<file path="config.mk">
export PLATFORM = sky130hd
export DESIGN_NAME = srcc_front
export DESIGN_NICKNAME = d
export VERILOG_FILES = /design/src/sv/srcc_pkg.sv /design/src/sv/srcc_front.sv
export SDC_FILE = /design/constraint.sdc
export NUM_CORES = 1
export LEC_CHECK = 0
export BUFFER_PORTS_ARGS = -buffer_cell sky130_fd_sc_hd__buf_2
export CORE_ASPECT_RATIO = 0.5
export CORE_MARGIN = 1
export CORE_UTILIZATION = 47
export CTS_BUF_LIST = sky130_fd_sc_hd__clkbuf_16
export CTS_CLUSTER_SIZE = 30
export DETAILED_ROUTE_END_ITERATION = 7
export PLACE_DENSITY = 0.79
export SYNTH_ARGS = -nofsm -noshare
export SYNTH_HDL_FRONTEND = slang
export SYNTH_SLANG_ARGS = --single-unit
</file>
<file path="constraint.sdc">
create_clock -name clk -period 5.9 [get_ports clk]
set_input_delay 0.59 -clock clk [delete_from_list [all_inputs] [get_ports clk]]
set_output_delay 0.59 -clock clk [all_outputs]
set_load 0.03 [all_outputs]
</file>
<file path="src/sv/srcc_pkg.sv">
// Package with shared types and constants for the segment versus box collision checker.
`default_nettype none
package srcc_pkg;
    localparam int MaxObstacles = 16;
    localparam int CoordBits    = 16;
    localparam int SlotBits     = 4;
    localparam int CountBits    = 5;
    localparam int SizeBits     = CoordBits - 1;
    localparam int DiffBits     = CoordBits + 1;
    localparam int SqBits       = 2 * CoordBits;
    localparam int ScaledBits   = 2 * DiffBits - 16 + 1;
    localparam int StepBits     = (ScaledBits + 1) / 2;
    localparam int ProdBits     = DiffBits + StepBits;
    localparam int QueueDepth   = 2;
    localparam int QueueIdxBits = 1;

    localparam logic OP_LOAD  = 1'b0;
    localparam logic OP_CHECK = 1'b1;

    typedef struct packed {
        logic signed [CoordBits-1:0] x;
        logic signed [CoordBits-1:0] y;
        logic [SizeBits-1:0]         w;
        logic [SizeBits-1:0]         h;
    } box_t;

    // One classified command passed from the front end to the back end.
    typedef struct packed {
        logic                        op;
        logic [SlotBits-1:0]         slot;
        box_t                        box;
        logic signed [CoordBits-1:0] fx;
        logic signed [CoordBits-1:0] fy;
        logic signed [CoordBits-1:0] tx;
        logic signed [CoordBits-1:0] ty;
    } cmd_t;
endpackage
`default_nettype wire

</file>
<file path="src/sv/srcc_front.sv">
// Front end: command capture and a short command queue.
`default_nettype none
module srcc_front (
    input  wire                  clk,
    input  wire                  rst_n,
    input  wire                  push,
    input  srcc_pkg::cmd_t       push_cmd,
    output logic                 full,
    input  wire                  pop,
    output srcc_pkg::cmd_t       head_cmd,
    output logic                 not_empty
);
    import srcc_pkg::*;

    cmd_t                  mem_reg [QueueDepth];
    logic [QueueIdxBits-1:0] wptr_reg, wptr_next, rptr_reg, rptr_next;
    logic [QueueIdxBits:0]   cnt_reg, cnt_next;

    // Queue storage.
    always_ff @(posedge clk)
    begin
        if (push)
        begin
            mem_reg[wptr_reg] <= push_cmd;
        end
    end

    // Pointer and fill count update.
    always_comb
    begin
        wptr_next = wptr_reg + QueueIdxBits'(push);
        rptr_next = rptr_reg + QueueIdxBits'(pop);
        cnt_next  = cnt_reg + (QueueIdxBits+1)'(push) - (QueueIdxBits+1)'(pop);
    end

    always_ff @(posedge clk or negedge rst_n)
    begin
        if (!rst_n)
        begin
            wptr_reg <= '0;
            rptr_reg <= '0;
            cnt_reg  <= '0;
        end
        else
        begin
            wptr_reg <= wptr_next;
            rptr_reg <= rptr_next;
            cnt_reg  <= cnt_next;
        end
    end

    assign head_cmd  = mem_reg[rptr_reg];
    assign not_empty = (cnt_reg != '0);
    assign full      = (cnt_reg == (QueueIdxBits+1)'(QueueDepth));
endmodule
`default_nettype wire

</file>
==> metrics.md <==
| Metric | Value |
|---|---|
| Pwr/cell area | 524 nW/µm² |
| Final Max Tran Viols | 0 |
| Worst setup EP type | primary output |
| Max reg flops | 262 |
| Ys Warns | 0 |
| WS Path Type | reg2out |
| TritonCTS Buffers | 24 |
| Drt pass-1 iters | 4 |
| Post-synth EDFFs | 262 |
| Distinct cell type count after synthesis | 13 |
| Non-Filler Instances | 1000 |
| Hold path depth | 1 |
| Crit path DAT | 2740 ps |
| Routed vias/inst | 4.85 |
| Final Setup Violations | 0 |
| Internal Power | 4.22 mW |
| Total vias in the final route | between 4k and 5k |
| Most frequent cell after synthesis | edfxtp_1 |
| Sequential cell area fraction in the yosys report | 0.797 |
| Sw Pwr | approximately 2.3 mW |
| Drt drc | 0 |
| P&R area growth vs syn | 23.6% |
| WP data required | 5310 ps |
| Top cells by count, synth | 262 x edfxtp_1, 80 x mux2_4, 51 x mux2_2 |
| Top post-synthesis cells by area | edfxtp_1 79%, mux2_4 12%, mux2_2 5.7% |
| Top Ports | 268 |
| Crit Path Max Fanout | 73 |
| Utilization after layout | 0.597 |
| Final Hold Viols | 0 |
| Gr ovfl total | 0 |
| Die X | 208 µm |
| Setup TNS Final | 0 ps |
| Pleak | 4.89 nW |
| Hold endpoint | mem_reg[0][24]$_DFFE_PP_ |
| H-tree Lvls | 1 |
| Number of synthesized register bits | 266 |
| Placer's final routability congestion estimate | 0.799 |
| Startpoint Class | flip-flop |
| Hold Slack | 262 ps |
| Yosys top cell by area | edfxtp_1 |
| Unrepaired setup endpoints after global routing | no |
| Max Freq | 300 MHz |
| Layout cells sized above 1 | 0.602 |
| Std-Cell Rows | 37 |
| Clock share of power | 0.226 |
| CTS tree | done |
| Worst min path class | in2reg |
| Initial antenna violation count | 3 |
| Final instance area | 12400 µm² |
| Global-route usage over all layers | 0.167 |
| R2r startpoint | wptr_reg$_DFF_PN0_ |
| Sink Count | 266 |
| Final period util | 0.565 |
| Sequential share of power | 0.417 |
| Power consumption | 6.47 mW |
| Root buf cell | clkbuf_16 |
| Antenna-violating nets left | 0 |
| DRT iter0 DRCs | roughly 240 |
| Async S/R FF share, synth | 0.0150 |
| CTS clk-pin slew, worst paths | 70 ps |
| Comb pwr share | 0.357 |
| Initial Util | 0.483 |
| R2r setup slk | 3300 ps |
| First-pass GRT wire length | between 20000 and 30000 µm |
| Status | complete, no violations |
| Wirelength per Cell | 18.7 µm |
| Placed cell area | 11600 µm² |
| Final Critical Period | 3330 ps |
| Core box area | 20700 µm² |
| Skew-Pair Late Insertion Delay | approximately 510 ps |
| Max_slew headroom | 0.246 |
| Die area | 21900 µm² |
| Post-Place Cells | approximately 950 |
| Die H | 105 µm |
| Vias in the first global route | 5131 |
| Hold Crit Start | push_cmd[24] |
| Maximum root-to-sink buffer count | 3 |
| Top cell type's share of synthesized area | 0.787 |
| Worst r2r path cells | 3 |
| Post-synth top flop | edfxtp_1 |
| Max Cap Violations | 0 |
| Post-Syn Area per Cell | 23.6 µm² |
| DP HPWL | 12400 µm |
| Switch share | 0.348 |
| Worst slack at placement | about 3000 ps |
| Synth Instances | between 400 and 500 |
| Post-synthesis net count | 563 |
| R2r endpoint | mem_reg[0][97]$_DFFE_PP_ |
| Worst slew pin tran | 1130 ps |
| Maximum number of pins on one net before global-route repair | 83 |
| Post-Synthesis Cell Area | approximately 10000 µm² |
| Nets | roughly 850 |
| Final Skew | 11.2 ps |
| DRT Wirelength | about 19000 µm |
| IO buf count | 267 |
| Post-route setup slack | 2570 ps |
| Max VDD drop | 493 µV |
| FILL cells | between 1.5k and 2k |
[cell type report]
cell class                 count  area [µm²]  share of cell area
tap                          273         342              0.0277
sequential                   266        7970               0.645
inverter                       4        15.0             0.00122
timing repair buffer         271        1380               0.112
clock buffer                  25         626              0.0506
antenna                        3        7.51            0.000608
multi-input combinational    139        1900               0.153
clock inverter                19         115             0.00932
[kinds of logic after synthesis]
logic type,share of synthesized area
adder cells (fa/ha/maj),0.00501
AND/OR/NAND/NOR,0.00125
buffers and inverters,0.0156
multiplexers,0.178
flip-flops,0.797
XOR/XNOR,0.00325
[how the worst max path moves through the flow]
stage                                   from                  endpoint  slack (ps)  cells past startpoint
after floorplan                         push   mem_reg[0][0]$_DFFE_PP_        1730                      1
after global placement                  push  mem_reg[1][81]$_DFFE_PP_        3110                      3
after detailed placement                push  mem_reg[0][99]$_DFFE_PP_        3030                      3
after CTS                 rptr_reg$_DFF_PN0_              head_cmd[25]        2510                      3
after global routing      rptr_reg$_DFF_PN0_               head_cmd[6]        2420                      3
final                     rptr_reg$_DFF_PN0_              head_cmd[23]        2570                      3
[timing repair]
action | CTS | global route
hold buffers | 1 | 0
endpoints found under the setup margin | 0 | 0
gates resized for setup | 0 | 0
hold endpoints to repair | 4 | 0
buffers inserted | 0 | 0
[placed cells by master, fill, tap and decap left out, types with 3 or more instances in the layout]
master | synthesis | final
clkinv_1 | 0 | 7
clkbuf_16 | 0 | 25
diode_2 | 0 | 3
dfrtp_1 | 4 | 3
mux2_4 | 80 | 80
inv_1 | 4 | 10
edfxtp_1 | 262 | 262
mux2_2 | 51 | 51
buf_2 | 5 | 267
[power by group through the flow]
stage               registers [mW]  clock network (mW)  logic (mW)
finish                        2.70                1.46        2.31
global route                  2.74                1.57        2.42
CTS                           2.71                1.51        2.34
detailed placement            2.75                   0        2.33
global placement              2.72                   0        2.31
floorplan                     2.65                   0        1.89
[layer usage]
metal / track usage / wire length, µm / up-vias / part of all wire
met3: 0.0376 / 652 / 46 / 0.035
met4: 0.0672 / 665 / 0 / 0.036
met2: 0.309 / 10200 / 112 / 0.54
li1: - / - / 2261 / -
met5: 0 / 0 / - / 0
met1: 0.186 / 7180 / 2428 / 0.38
[critical path, cell delays in order, from the launching register on]
cell and delay [ps]:
dfrtp_4 1050, buf_12 500, mux2_2 400, buf_2 180
(Power assumes the default switching activity.)
